[src/sv/ssg_pkg.sv]
// Package: shared types and constants for the GF(256) Shamir share splitter.
`timescale 1ns / 1ps

package ssg_pkg;

    localparam int NUM_COEF_FIELDS = 7;
    localparam logic [7:0] GF_POLY_LOW = 8'h1B;  // x^8 + x^4 + x^3 + x + 1, low byte

    localparam int TOTAL_W   = 5;
    localparam int THRESH_W  = 4;
    localparam int ADDR_W    = 3;
    localparam int DATA_W    = 32;

    localparam logic [TOTAL_W-1:0]  TOTAL_RESET  = 5'd5;
    localparam logic [THRESH_W-1:0] THRESH_RESET = 4'd2;

    typedef logic [7:0] t_byte;

    typedef enum logic {
        REG_TOTAL_SHARES = 1'b0,
        REG_THRESHOLD    = 1'b1
    } t_reg_idx;

    typedef struct packed {
        logic [TOTAL_W-1:0]  total_shares;
        logic [THRESH_W-1:0] threshold;
    } t_cfg;

    typedef enum logic [1:0] {
        S_IDLE,
        S_CALC,
        S_EMIT
    } t_state;

endpackage

[src/sv/ssg_if.sv]
// Interfaces: input byte request channel and share result channel.
`timescale 1ns / 1ps

interface ssg_in_if;
    logic        valid;
    logic        ready;
    logic [7:0]  secret_byte;
    logic [7:0]  coef_deg1;
    logic [7:0]  coef_deg2;
    logic [7:0]  coef_deg3;
    logic [7:0]  coef_deg4;
    logic [7:0]  coef_deg5;
    logic [7:0]  coef_deg6;
    logic [7:0]  coef_deg7;
    logic        secret_end;

    modport source (
        output valid, secret_byte, coef_deg1, coef_deg2, coef_deg3, coef_deg4,
               coef_deg5, coef_deg6, coef_deg7, secret_end,
        input  ready
    );
    modport sink (
        input  valid, secret_byte, coef_deg1, coef_deg2, coef_deg3, coef_deg4,
               coef_deg5, coef_deg6, coef_deg7, secret_end,
        output ready
    );
endinterface

interface ssg_out_if;
    logic        valid;
    logic        ready;
    logic [7:0]  share_byte;
    logic [4:0]  share_x;
    logic        last_share;
    logic        secret_done;

    modport source (
        output valid, share_byte, share_x, last_share, secret_done,
        input  ready
    );
    modport sink (
        input  valid, share_byte, share_x, last_share, secret_done,
        output ready
    );
endinterface

[src/sv/ssg_gf_mul.sv]
// GF(256) multiplier in the AES field, shift-and-add over the eight bits of b.
`timescale 1ns / 1ps

module ssg_gf_mul (
    input  ssg_pkg::t_byte i_a,
    input  ssg_pkg::t_byte i_b,
    output ssg_pkg::t_byte o_p
);

    always_comb begin
        ssg_pkg::t_byte acc;
        ssg_pkg::t_byte a;
        acc = '0;
        a   = i_a;
        for (int i = 0; i < 8; i++) begin
            if (i_b[i]) begin
                acc = acc ^ a;
            end
            a = a[7] ? ((a << 1) ^ ssg_pkg::GF_POLY_LOW) : (a << 1);
        end
        o_p = acc;
    end

endmodule

[src/sv/ssg_apb_regs.sv]
// APB register block: share count and threshold.
`timescale 1ns / 1ps

module ssg_apb_regs (
    input  logic                          i_clk,
    input  logic                          i_rst_n,
    input  logic                          psel,
    input  logic                          penable,
    input  logic                          pwrite,
    input  logic [ssg_pkg::ADDR_W-1:0]    paddr,
    input  logic [ssg_pkg::DATA_W-1:0]    pwdata,
    output logic [ssg_pkg::DATA_W-1:0]    prdata,
    output logic                          pready,
    output ssg_pkg::t_cfg                 o_cfg
);

    ssg_pkg::t_cfg     r_cfg;
    ssg_pkg::t_cfg     n_cfg;
    ssg_pkg::t_reg_idx w_idx;
    logic              w_wr;

    assign pready = 1'b1;
    // word select; byte offset bits are ignored
    assign w_idx  = ssg_pkg::t_reg_idx'(paddr[2]);
    assign w_wr   = psel && penable && pwrite && pready;

    always_comb begin
        n_cfg = r_cfg;
        if (w_wr) begin
            case (w_idx)
                ssg_pkg::REG_TOTAL_SHARES: n_cfg.total_shares = pwdata[ssg_pkg::TOTAL_W-1:0];
                ssg_pkg::REG_THRESHOLD:    n_cfg.threshold    = pwdata[ssg_pkg::THRESH_W-1:0];
                default: ;
            endcase
        end
    end

    always_comb begin
        case (w_idx)
            ssg_pkg::REG_TOTAL_SHARES:
                prdata = {{(ssg_pkg::DATA_W-ssg_pkg::TOTAL_W){1'b0}}, r_cfg.total_shares};
            ssg_pkg::REG_THRESHOLD:
                prdata = {{(ssg_pkg::DATA_W-ssg_pkg::THRESH_W){1'b0}}, r_cfg.threshold};
            default:
                prdata = '0;
        endcase
    end

    always_ff @(posedge i_clk) begin
        if (!i_rst_n) begin
            r_cfg.total_shares <= ssg_pkg::TOTAL_RESET;
            r_cfg.threshold    <= ssg_pkg::THRESH_RESET;
        end else begin
            r_cfg <= n_cfg;
        end
    end

    assign o_cfg = r_cfg;

endmodule

[src/sv/shamir_gf256_share_split.sv]
// Shamir share splitter over GF(256): one secret byte in, one share out per x = 1..N.
// Each accepted byte is evaluated by Horner's rule on a single shared GF(256)
// multiplier, one coefficient per cycle. A share takes degree multiply steps
// (degree = threshold - 1, capped at MAX_COEFFS), then the emit state hands it
// to the output register, waiting while that register is full, and restarts
// for the next x. N = total_shares, capped at MAX_SHARES; a share count of
// zero yields no shares and drops the byte's end mark. The input is not ready
// while a byte is being worked on; the output register lets the next share's
// multiply steps proceed while a share waits to be taken. Registers:
// total_shares at byte address 0, threshold at byte address 4. The user must
// write them only while idle; the block does not enforce it.
`timescale 1ns / 1ps

module shamir_gf256_share_split #(
    parameter int MAX_COEFFS = 7,
    parameter int MAX_SHARES = 16
) (
    input  logic                          i_clk,
    input  logic                          i_rst_n,
    ssg_in_if.sink                        i_in,
    ssg_out_if.source                     o_out,
    input  logic                          psel,
    input  logic                          penable,
    input  logic                          pwrite,
    input  logic [ssg_pkg::ADDR_W-1:0]    paddr,
    input  logic [ssg_pkg::DATA_W-1:0]    pwdata,
    output logic [ssg_pkg::DATA_W-1:0]    prdata,
    output logic                          pready
);

    localparam int KW = $clog2(MAX_COEFFS + 1);
    localparam int CW = (MAX_COEFFS > 1) ? $clog2(MAX_COEFFS) : 1;
    localparam int SW = ssg_pkg::TOTAL_W;
    localparam int CMPW = (SW > $clog2(MAX_SHARES + 1)) ? SW : $clog2(MAX_SHARES + 1);

    ssg_pkg::t_cfg   w_cfg;

    ssg_apb_regs u_regs (
        .i_clk   (i_clk),
        .i_rst_n (i_rst_n),
        .psel    (psel),
        .penable (penable),
        .pwrite  (pwrite),
        .paddr   (paddr),
        .pwdata  (pwdata),
        .prdata  (prdata),
        .pready  (pready),
        .o_cfg   (w_cfg)
    );

    // request payload latched on accept
    ssg_pkg::t_byte  r_secret;
    ssg_pkg::t_byte  r_coef [MAX_COEFFS];
    logic            r_end;
    ssg_pkg::t_byte  w_field [ssg_pkg::NUM_COEF_FIELDS];

    // sequencer
    ssg_pkg::t_state r_state, n_state;
    logic [SW-1:0]   r_shares, n_shares;
    logic [KW-1:0]   r_degree, n_degree;
    logic [SW-1:0]   r_x, n_x;
    logic [KW-1:0]   r_k, n_k;
    ssg_pkg::t_byte  r_acc, n_acc;

    // output register
    logic            r_ov, n_ov;
    ssg_pkg::t_byte  r_share_byte, n_share_byte;
    logic [SW-1:0]   r_share_x, n_share_x;
    logic            r_last, n_last;
    logic            r_done, n_done;

    logic            w_accept;
    logic            w_out_free;
    logic            w_is_last;
    logic [SW-1:0]   w_shares;
    logic [ssg_pkg::THRESH_W-1:0] w_deg_raw;
    logic [KW-1:0]   w_degree;
    logic [CW-1:0]   w_cidx;
    ssg_pkg::t_byte  w_mul_a;
    ssg_pkg::t_byte  w_mul_b;
    ssg_pkg::t_byte  w_mul_p;

    assign w_field[0] = i_in.coef_deg1;
    assign w_field[1] = i_in.coef_deg2;
    assign w_field[2] = i_in.coef_deg3;
    assign w_field[3] = i_in.coef_deg4;
    assign w_field[4] = i_in.coef_deg5;
    assign w_field[5] = i_in.coef_deg6;
    assign w_field[6] = i_in.coef_deg7;

    assign i_in.ready = (r_state == ssg_pkg::S_IDLE);
    assign w_accept   = i_in.valid && i_in.ready;

    // saturate share count and degree
    assign w_shares  = (CMPW'(w_cfg.total_shares) > CMPW'(MAX_SHARES))
                     ? SW'(MAX_SHARES) : w_cfg.total_shares;
    assign w_deg_raw = (w_cfg.threshold == '0) ? '0 : w_cfg.threshold - 1'b1;
    assign w_degree  = (w_deg_raw > ssg_pkg::THRESH_W'(MAX_COEFFS))
                     ? KW'(MAX_COEFFS) : KW'(w_deg_raw);

    // Horner step: acc <- (acc ^ c[k-1]) * x
    assign w_cidx  = CW'(r_k - KW'(1));
    assign w_mul_a = r_acc ^ r_coef[w_cidx];
    assign w_mul_b = 8'(r_x);

    ssg_gf_mul u_mul (
        .i_a (w_mul_a),
        .i_b (w_mul_b),
        .o_p (w_mul_p)
    );

    assign w_out_free = !r_ov || o_out.ready;
    assign w_is_last  = (r_x == r_shares);

    always_comb begin
        n_state      = r_state;
        n_shares     = r_shares;
        n_degree     = r_degree;
        n_x          = r_x;
        n_k          = r_k;
        n_acc        = r_acc;
        n_ov         = r_ov;
        n_share_byte = r_share_byte;
        n_share_x    = r_share_x;
        n_last       = r_last;
        n_done       = r_done;

        if (r_ov && o_out.ready) begin
            n_ov = 1'b0;
        end

        case (r_state)
            ssg_pkg::S_IDLE: begin
                if (w_accept) begin
                    n_shares = w_shares;
                    n_degree = w_degree;
                    n_x      = SW'(1);
                    n_k      = w_degree;
                    n_acc    = '0;
                    if (w_shares != '0) begin
                        n_state = ssg_pkg::S_CALC;
                    end
                end
            end
            ssg_pkg::S_CALC: begin
                if (r_k == '0) begin
                    n_state = ssg_pkg::S_EMIT;
                end else begin
                    n_acc = w_mul_p;
                    n_k   = r_k - KW'(1);
                end
            end
            ssg_pkg::S_EMIT: begin
                if (w_out_free) begin
                    n_ov         = 1'b1;
                    n_share_byte = r_acc ^ r_secret;
                    n_share_x    = r_x;
                    n_last       = w_is_last;
                    n_done       = w_is_last && r_end;
                    if (w_is_last) begin
                        n_state = ssg_pkg::S_IDLE;
                    end else begin
                        n_x     = r_x + SW'(1);
                        n_k     = r_degree;
                        n_acc   = '0;
                        n_state = ssg_pkg::S_CALC;
                    end
                end
            end
            default: begin
                n_state = ssg_pkg::S_IDLE;
            end
        endcase
    end

    always_ff @(posedge i_clk) begin
        if (!i_rst_n) begin
            r_state <= ssg_pkg::S_IDLE;
            r_ov    <= 1'b0;
        end else begin
            r_state <= n_state;
            r_ov    <= n_ov;
        end
    end

    always_ff @(posedge i_clk) begin
        r_shares     <= n_shares;
        r_degree     <= n_degree;
        r_x          <= n_x;
        r_k          <= n_k;
        r_acc        <= n_acc;
        r_share_byte <= n_share_byte;
        r_share_x    <= n_share_x;
        r_last       <= n_last;
        r_done       <= n_done;
    end

    always_ff @(posedge i_clk) begin
        if (w_accept) begin
            r_secret <= i_in.secret_byte;
            r_end    <= i_in.secret_end;
        end
    end

    // degrees beyond the input fields read as zero
    for (genvar g = 0; g < MAX_COEFFS; g++) begin : g_coef
        always_ff @(posedge i_clk) begin
            if (w_accept) begin
                if (g < ssg_pkg::NUM_COEF_FIELDS) begin
                    r_coef[g] <= w_field[g % ssg_pkg::NUM_COEF_FIELDS];
                end else begin
                    r_coef[g] <= '0;
                end
            end
        end
    end

    assign o_out.valid       = r_ov;
    assign o_out.share_byte  = r_share_byte;
    assign o_out.share_x     = r_share_x;
    assign o_out.last_share  = r_last;
    assign o_out.secret_done = r_done;

endmodule
[src/flat_wrapper.sv]
// flat-port wrapper written by rule: the top's interface ports become plain ports
module shamir_gf256_share_split_flat 
#(
    parameter int MAX_COEFFS = 7,
    parameter int MAX_SHARES = 16
)
  (i_clk, i_rst_n, psel, penable, pwrite, paddr, pwdata, prdata, pready, i_in_valid, i_in_secret_byte, i_in_coef_deg1, i_in_coef_deg2, i_in_coef_deg3, i_in_coef_deg4, i_in_coef_deg5, i_in_coef_deg6, i_in_coef_deg7, i_in_secret_end, i_in_ready, o_out_valid, o_out_share_byte, o_out_share_x, o_out_last_share, o_out_secret_done, o_out_ready);
  ssg_in_if i_in_i ();
  ssg_out_if o_out_i ();
  input  logic i_clk;
  input  logic i_rst_n;
  input  logic psel;
  input  logic penable;
  input  logic pwrite;
  input  logic [ssg_pkg::ADDR_W-1:0] paddr;
  input  logic [ssg_pkg::DATA_W-1:0] pwdata;
  output logic [ssg_pkg::DATA_W-1:0] prdata;
  output logic pready;
  input wire logic [$bits(i_in_i.valid)-1:0] i_in_valid;
  input wire logic [$bits(i_in_i.secret_byte)-1:0] i_in_secret_byte;
  input wire logic [$bits(i_in_i.coef_deg1)-1:0] i_in_coef_deg1;
  input wire logic [$bits(i_in_i.coef_deg2)-1:0] i_in_coef_deg2;
  input wire logic [$bits(i_in_i.coef_deg3)-1:0] i_in_coef_deg3;
  input wire logic [$bits(i_in_i.coef_deg4)-1:0] i_in_coef_deg4;
  input wire logic [$bits(i_in_i.coef_deg5)-1:0] i_in_coef_deg5;
  input wire logic [$bits(i_in_i.coef_deg6)-1:0] i_in_coef_deg6;
  input wire logic [$bits(i_in_i.coef_deg7)-1:0] i_in_coef_deg7;
  input wire logic [$bits(i_in_i.secret_end)-1:0] i_in_secret_end;
  output wire logic [$bits(i_in_i.ready)-1:0] i_in_ready;
  output wire logic [$bits(o_out_i.valid)-1:0] o_out_valid;
  output wire logic [$bits(o_out_i.share_byte)-1:0] o_out_share_byte;
  output wire logic [$bits(o_out_i.share_x)-1:0] o_out_share_x;
  output wire logic [$bits(o_out_i.last_share)-1:0] o_out_last_share;
  output wire logic [$bits(o_out_i.secret_done)-1:0] o_out_secret_done;
  input wire logic [$bits(o_out_i.ready)-1:0] o_out_ready;
  assign i_in_i.valid = i_in_valid;
  assign i_in_i.secret_byte = i_in_secret_byte;
  assign i_in_i.coef_deg1 = i_in_coef_deg1;
  assign i_in_i.coef_deg2 = i_in_coef_deg2;
  assign i_in_i.coef_deg3 = i_in_coef_deg3;
  assign i_in_i.coef_deg4 = i_in_coef_deg4;
  assign i_in_i.coef_deg5 = i_in_coef_deg5;
  assign i_in_i.coef_deg6 = i_in_coef_deg6;
  assign i_in_i.coef_deg7 = i_in_coef_deg7;
  assign i_in_i.secret_end = i_in_secret_end;
  assign i_in_ready = i_in_i.ready;
  assign o_out_valid = o_out_i.valid;
  assign o_out_share_byte = o_out_i.share_byte;
  assign o_out_share_x = o_out_i.share_x;
  assign o_out_last_share = o_out_i.last_share;
  assign o_out_secret_done = o_out_i.secret_done;
  assign o_out_i.ready = o_out_ready;
  shamir_gf256_share_split #(.MAX_COEFFS(MAX_COEFFS), .MAX_SHARES(MAX_SHARES)) u_core (.i_clk(i_clk), .i_rst_n(i_rst_n), .i_in(i_in_i), .o_out(o_out_i), .psel(psel), .penable(penable), .pwrite(pwrite), .paddr(paddr), .pwdata(pwdata), .prdata(prdata), .pready(pready));
endmodule
[config.mk]
export PLATFORM = sky130hd
export DESIGN_NAME = shamir_gf256_share_split_flat
export DESIGN_NICKNAME = d
export VERILOG_FILES = /design/src/sv/ssg_pkg.sv /design/src/sv/ssg_if.sv /design/src/sv/ssg_gf_mul.sv /design/src/sv/ssg_apb_regs.sv /design/src/sv/shamir_gf256_share_split.sv /design/src/flat_wrapper.sv
export SDC_FILE = /design/constraint.sdc
export NUM_CORES = 1
export LEC_CHECK = 0
export ABC_AREA = 1
export BUFFER_PORTS_ARGS = -buffer_cell sky130_fd_sc_hd__buf_2
export CORE_MARGIN = 1
export CORE_UTILIZATION = 49
export CTS_CLUSTER_DIAMETER = 100
export DETAILED_ROUTE_END_ITERATION = 7
export PLACE_DENSITY = 0.8
export SLEW_MARGIN = 20
export SYNTH_ARGS = -nofsm -noshare
export SYNTH_HDL_FRONTEND = slang
export SYNTH_SLANG_ARGS = --single-unit
[constraint.sdc]
create_clock -name i_clk -period 2.5 [get_ports i_clk]
set_input_delay 0 -clock i_clk [delete_from_list [all_inputs] [get_ports i_clk]]
set_output_delay 0 -clock i_clk [all_outputs]
set_load 0.005 [all_outputs]
==> results of run 1 <==
cells in the final DEF, fill, tap and decap left out, types with 18 or more instances in the layout:
cell type	count
o21ai_0	25
nor2_1	38
nand2_4	27
xor2_1	18
nand3_1	57
nand2_2	25
nand2_1	230
a21oi_1	22
conb_1	28
edfxtp_1	104
nand3_2	18
inv_1	65
dlygate4sd3_1	74
buf_2	99
buf_4	26
area by class of cell:
class / instances / area, um^2
clock inverters: 14 / 234.0
well taps: 172 / 215.2
repair buffers: 205 / 1520
clock buffers: 18 / 429.2
inverters: 71 / 279.0
multi-input cells: 536 / 2948
fillers: 917 / 3682
flip-flops and latches: 116 / 3363
metrics by stage:
| stage | util | setup TNS [ps] | std cells | cell area, um^2 |
|---|---|---|---|---|
| 6_report | 0.7094 | -359.0 | 1132 | 8989 |
| 3_3_place_gp | 0.5575 | -1.960 | 1018 | 7064 |
| 5_1_grt | 0.7094 | -1178 | 1132 | 8989 |
| 2_1_floorplan | - | 0 | 768 | 6510 |
| 3_5_place_dp | 0.5575 | -223.8 | 1018 | 7064 |
| 4_1_cts | 0.6755 | 0 | 1125 | 8559 |
per-layer routing:
layer / GRT usage / vias to the layer above / wire length [um] / part of all wire
li1: - / 2777 / - / -
met1: 0.2917 / 2648 / 6728 / 0.39
met2: 0.4465 / 294 / 9028 / 0.52
met3: 0.06020 / 54 / 1108 / 0.064
met4: 0.1085 / 0 / 452 / 0.026
met5: 0 / - / 0 / 0
state kept, by name, indices dropped and copies added, names as in the netlist:
signal / cells
u_core.o_out.secret_done: 1
u_core.o_out.share_x: 5
u_core.o_out.share_byte: 8
u_core.o_out.valid: 1
u_core.r_k: 3
u_core.r_shares: 5
u_core.r_secret: 8
u_core.u_regs.o_cfg: 9
u_core.r_coef: 56
u_core.r_end: 1
u_core.r_acc: 8
u_core.r_state: 2
u_core.o_out.last_share: 1
u_core.r_x: 5
u_core.r_degree: 3
logic make-up (layout without fill, tap and decap cells):
group / Yosys count / after routing / share of synthesized area
adder cells (fa/ha/maj): 7 / 7 / 0.01366
other: 2 / 28 / 0.001171
AND/OR/NAND/NOR: 414 / 418 / 0.2779
XOR/XNOR: 23 / 23 / 0.03141
buffers and inverters: 120 / 308 / 0.1019
AO/OA/AOI/OAI: 60 / 60 / 0.04956
flip-flops: 116 / 116 / 0.5245
worst max path at each step:
stage / cells past startpoint / to / from
2_1_floorplan: 4 / u_core.r_coef[0][0] / u_core.r_state[0]
3_5_place_dp: 18 / u_core.r_acc[5] / u_core.r_k[0]
3_3_place_gp: 18 / u_core.r_acc[1] / u_core.r_k[0]
4_1_cts: 17 / u_core.r_acc[7] / u_core.r_k[0]
5_1_grt: 18 / u_core.r_acc[2] / u_core.r_k[0]
6_report: 18 / u_core.r_acc[6] / u_core.r_k[0]
repair_timing:
item / CTS / global route
setup endpoints to repair: 8 / 8
pin swaps: 13 / 42
hold buffers: 74 / 0
cloned: 1 / 3
hold endpoints to repair: 77 / 0
setup buffers: 0 / 4
resized for setup: 21 / 87
worst reg2reg max path, delay by kind of cell, from the launching register on:
family	cells	cell delay (ps)
AOI/OAI and AO/OA	1	150
adders and majority gates	1	210
buffers and inverters	3	310
DFF	1	490
and+or+nand+nor	13	1150
==> flow_metrics.tcl, run 1 <==
set metrics [dict create \
    vias_per_cell 5.100 \
    grt_pass1_vias 5393 \
    drt-initial-drc-count 473 \
    synth.top_cells.by_count "259 x nand2_1, 104 x edfxtp_1, 75 x nand3_1" \
    rr_worst_depth 18 \
    first_pass_iters 6 \
    maxCapViolCount 0 \
    synth_cell_types 35 \
    failed_checks "setup timing" \
    final_max_slew_viol_count 0 \
    reg2reg_from "u_core.r_k[0]" \
    drive_gt1_frac 0.2750 \
    syn_inst 742 \
    cts_tree "done" \
    insertion_delay_ps 420 \
    crit_path_end_kind "flip-flop" \
    cts_sinks 116 \
    synth_top_area_cell "edfxtp_1" \
    max_freq_mhz 388.7 \
    slew_headroom 0.6513 \
    ioPinCount 157 \
    r2r-end "u_core.r_acc[6]" \
    wl_per_cell_um 15.30 \
    grt_pass1_wl_mm 25.31 \
    dp_hpwl_mm 9.704 \
    wirelength_mm 17.32 \
    path_class "reg -> reg" \
    critical-path-max-stage-delay_ps 490 \
    worstSetupStartpointType "flip-flop" \
    grt_max_degree 74 \
    hold_start "penable" \
    cp_top_family "simple AND/OR/NAND/NOR gates" \
    clk_pin_slew_ps 60 \
    async_reset_ff_frac 0 \
    synth_area_per_cell_um2 8.642 \
    finClkSkew_ps 9.465 \
    r2r_slack_ps -70 \
    ys_seq_elements 116 \
    finalCritPeriodShare 1.029 \
    ys_seq_area_frac 0.5245 \
    rsz0062_at_grt "true" \
    cp_max_fo 6 \
    start_util 0.5061 \
    cpMostUsedCell "nand2_1" \
    synthesis.area_um2 6412 \
    dieArea_um2 13550 \
    yosysMostFrequentCell "nand2_1" \
    slowest_stage "edfxtp_1" \
    drcViolationCount 0 \
    finalWorstSetupSlack_ps -72.83 \
    tightestPinTransition_ps 523.0 \
    clock_path_buffers 2 \
    synthTopCellsByArea "edfxtp_1 49%, nand2_1 15%, nand3_1 5.9%" \
    antenna_found_initial 0 \
    post-place-ws_ps -66.16 \
    nets 1061 \
    die_x_um 116.4 \
    port_buffers 99 \
    synth_top_area_frac 0.4870 \
    die_y_um 116.4 \
    grt.total_usage 0.2526 \
    root_buffer "clkbuf_16" \
    cp.buffers_inverters 3 \
    vias 5773 \
    ant_nets 0 \
    hold_path_class "in -> reg" \
    n_antenna_cell 0 \
    crit_arrival_ps 2740 \
    area_delta_synth_final_pct 40.18 \
    finalSetupViolations 8 \
    worstHoldPathCells 4 \
    synth_edf_count 104 \
    status "finished with violations" \
    ys.flop_type "edfxtp_1" \
    numCtsBuffers 17 \
    rows 41 \
    hold_viol 0 \
    gp_congestion 0.9024 \
    overflow 0 \
    yosysWarningCount 0 \
    min_to "u_core.u_regs.o_cfg[6]" \
    min_period_ps 2573 \
    coreArea_um2 12670 \
    crit_required_ps 2670 \
    htreeDepth 4 \
    cp_cell_sequence "inv_8, ha_4, inv_6, nand2_8, nand2_8, buf_6, nand2_1, nand3_1, nand2_1, nand2_1, nand2_2, nand2_1, nand2_4, nand4_1, nand2_1, nand2_1, a21oi_1, nor2_1" \
    hold_ws_ps 35.24 \
]
Power of run 1 is left out: the tool's default activity adds up to more than one toggle a clock period on the data nets, which glitch-free logic cannot reach.
==> inputs of run 2 (changes only) <==
Settings changed: CELL_PAD_IN_SITES_DETAIL_PLACEMENT set to 0, CELL_PAD_IN_SITES_GLOBAL_PLACEMENT set to 1, CORE_UTILIZATION 49 to 36.
==> run 2 against run 1 <==
  * The run still ends with setup timing left
  * Die area up 35%
  * Count of clock-buffer cells in the layout down 1
  * First-iteration DRC count down 43%
  * Clock skew up 5.7 ps
  * Global-route usage down 7.4 points
  * Cell area up 1.2%
  * Critical path depth unchanged
  * Critical endpoint is now u_core.r_acc[3]
  * Utilization down 19 points
==> flow_metrics.tcl, run 2 (synthesis results as in run 1) <==
set metrics [dict create \
    gp_congestion 0.9020 \
    p_int_mw 8.045 \
    grt_util_met3 0.03591 \
    drcViolationCount 0 \
    ant_nets 0 \
    grt_max_degree 61 \
    power.total_mw 15.10 \
    layout_common_cells "215 x nand2_1, 104 x edfxtp_1, 99 x buf_2" \
    die_x_um 135.5 \
    path_class "reg -> reg" \
    pwr-share-seq 0.214 \
    placed_cells 1067 \
    worstSetupStartpointType "flip-flop" \
    nets 1067 \
    r2r_slack_ps -10 \
    largest_reg_flops 56 \
    first_pass_iters 5 \
    r2r-end "u_core.r_acc[3]" \
    status "finished with violations" \
    use_met1 0.2236 \
    wl_per_cell_um 13.80 \
    grt.total_usage 0.1791 \
    root_buffer "clkbuf_16" \
    pwr-share-comb 0.615 \
    insertion_delay_ps 420 \
    regMostFlops "u_core.r_coef" \
    finalWorstSetupSlack_ps -10.75 \
    grt_pass1_wl_mm 25.05 \
    hold_path_class "in -> reg" \
    antenna_found_initial 0 \
    hold_viol 0 \
    startpoint "u_core.r_k[0]" \
    min_period_ps 2511 \
    grt_pass1_vias 5226 \
    numCtsBuffers 17 \
    rr_worst_depth 18 \
    finalCritPeriodShare 1.004 \
    switching_power_mw 7.050 \
    final_max_slew_viol_count 0 \
    slew_headroom 0.6612 \
    maxCapViolCount 0 \
    vias 5529 \
    drt-initial-drc-count 271 \
    coreArea_um2 17360 \
    peakVddDrop_mv 0.8898 \
    cts_tree "done" \
    n_antenna_cell 0 \
    max_freq_mhz 398.3 \
    utilization 0.5239 \
    p_clk_frac 0.172 \
    crit_path_end_kind "flip-flop" \
    post-place-ws_ps -94.07 \
    met2_usage 0.3037 \
    port_buffers 99 \
    crit_required_ps 2670 \
    area_delta_synth_final_pct 41.80 \
    dp_hpwl_mm 10.61 \
    top_usage_layer "met2" \
    die_y_um 135.5 \
    cp_max_fo 15 \
    htreeDepth 4 \
    p_per_area_nw_per_um2 1660 \
    vias_per_cell 4.642 \
    swShare 0.4671 \
    finalSetupViolations 3 \
    p_leak_nw 4.083 \
    finalNonFillerCells 1191 \
    finClkSkew_ps 15.12 \
    multiInputGateArea_um2 2972 \
    wirelength_mm 16.43 \
    setup-tns-final_ps -17.90 \
    rows 48 \
    tightestPinTransition_ps 508.2 \
    cts_sinks 116 \
    ioPinCount 157 \
    clk_pin_slew_ps 60 \
    final_common_cell "nand2_1" \
    drive_gt1_frac 0.2992 \
    failed_checks "setup timing" \
    dieArea_um2 18350 \
    crit_arrival_ps 2680 \
    critPathCapture "u_core.r_acc[3]" \
    rsz0062_at_grt "true" \
    start_util 0.3694 \
    reg2reg_from "u_core.r_k[0]" \
    overflow 0 \
    regArea_um2 3363 \
    clock_path_buffers 2 \
    fillerInstances 1560 \
]
[run 2: cell types whose count changed in the layout (fill, tap and decap cells not counted), sizes merged]
cell / before / now
inv: 71 / 74
buf: 131 / 136
dlygate4sd3: 74 / 75
clkbuf: 18 / 17
bufinv: 6 / 4
[run 2: critical path, cell delays in order (launching register included)]
cell      delay [ps]
edfxtp_1         470
inv_8             60
ha_4             280
inv_2             50
buf_12           140
buf_4            140
nand2_1           50
nand2_1           50
nand2_1           60
nand2_1           90
nand2_1          120
nand2_4           80
nand2_2          100
nand3_1          110
nand3b_1         190
nand2_2           80
nand3_1           70
nand2_1           60
nor2_1            40
[run 2: power by group through the flow]
stage | clock (mW) | combinational [mW] | sequential, mW
global route | 2.71 | 10.3 | 3.28
global placement | 0 | 7.07 | 3.22
finish | 2.59 | 9.28 | 3.22
CTS | 2.62 | 7.48 | 3.20
detailed placement | 0 | 7.11 | 3.23
floorplan | 0 | 5.50 | 3.13
[run 2: area by class of cell]
cell class | count | share of cell area
clock buffer | 17 | 0.04679
clock inverter | 15 | 0.02243
inverter | 71 | 0.03069
multi-input combinational | 536 | 0.3268
sequential | 116 | 0.3699
tap | 225 | 0.03096
timing repair buffer | 211 | 0.1724
[run 2: worst min-delay path by stage]
stage,endpoint,start,cells after the start
3_5_place_dp,u_core.r_coef[6][3],i_in_coef_deg7[3],1
5_1_grt,u_core.u_regs.o_cfg[0],penable,5
6_report,u_core.u_regs.o_cfg[6],penable,4
2_1_floorplan,u_core.u_regs.o_cfg[1],i_rst_n,1
3_3_place_gp,u_core.r_secret[4],i_in_secret_byte[4],1
4_1_cts,u_core.u_regs.o_cfg[6],penable,4
[run 2: metal layers]
layer / vias up / share of wire / wire (um)
li1: 2788 / - / -
met1: 2592 / 0.44 / 7260
met2: 124 / 0.50 / 8239
met3: 25 / 0.037 / 603
met4: 0 / 0.020 / 327
met5: - / 0 / 0
[run 2: what timing repair did]
item	in CTS	in global routing
hold buffers	75	0
endpoints found under the hold margin	77	0
buffers inserted	2	11
cloned	1	3
gates resized for setup	14	102
setup endpoints to repair	8	8
pin swaps	6	44
[run 2: through the flow]
stage,cell area (um^2),hold WS (ps)
2_1_floorplan,6510,84.15
3_3_place_gp,7113,176.7
6_report,9092,20.22
4_1_cts,8578,14.77
5_1_grt,9092,91.70
3_5_place_dp,7113,178.1
Note: power is estimated with default switching activity, not from simulation.
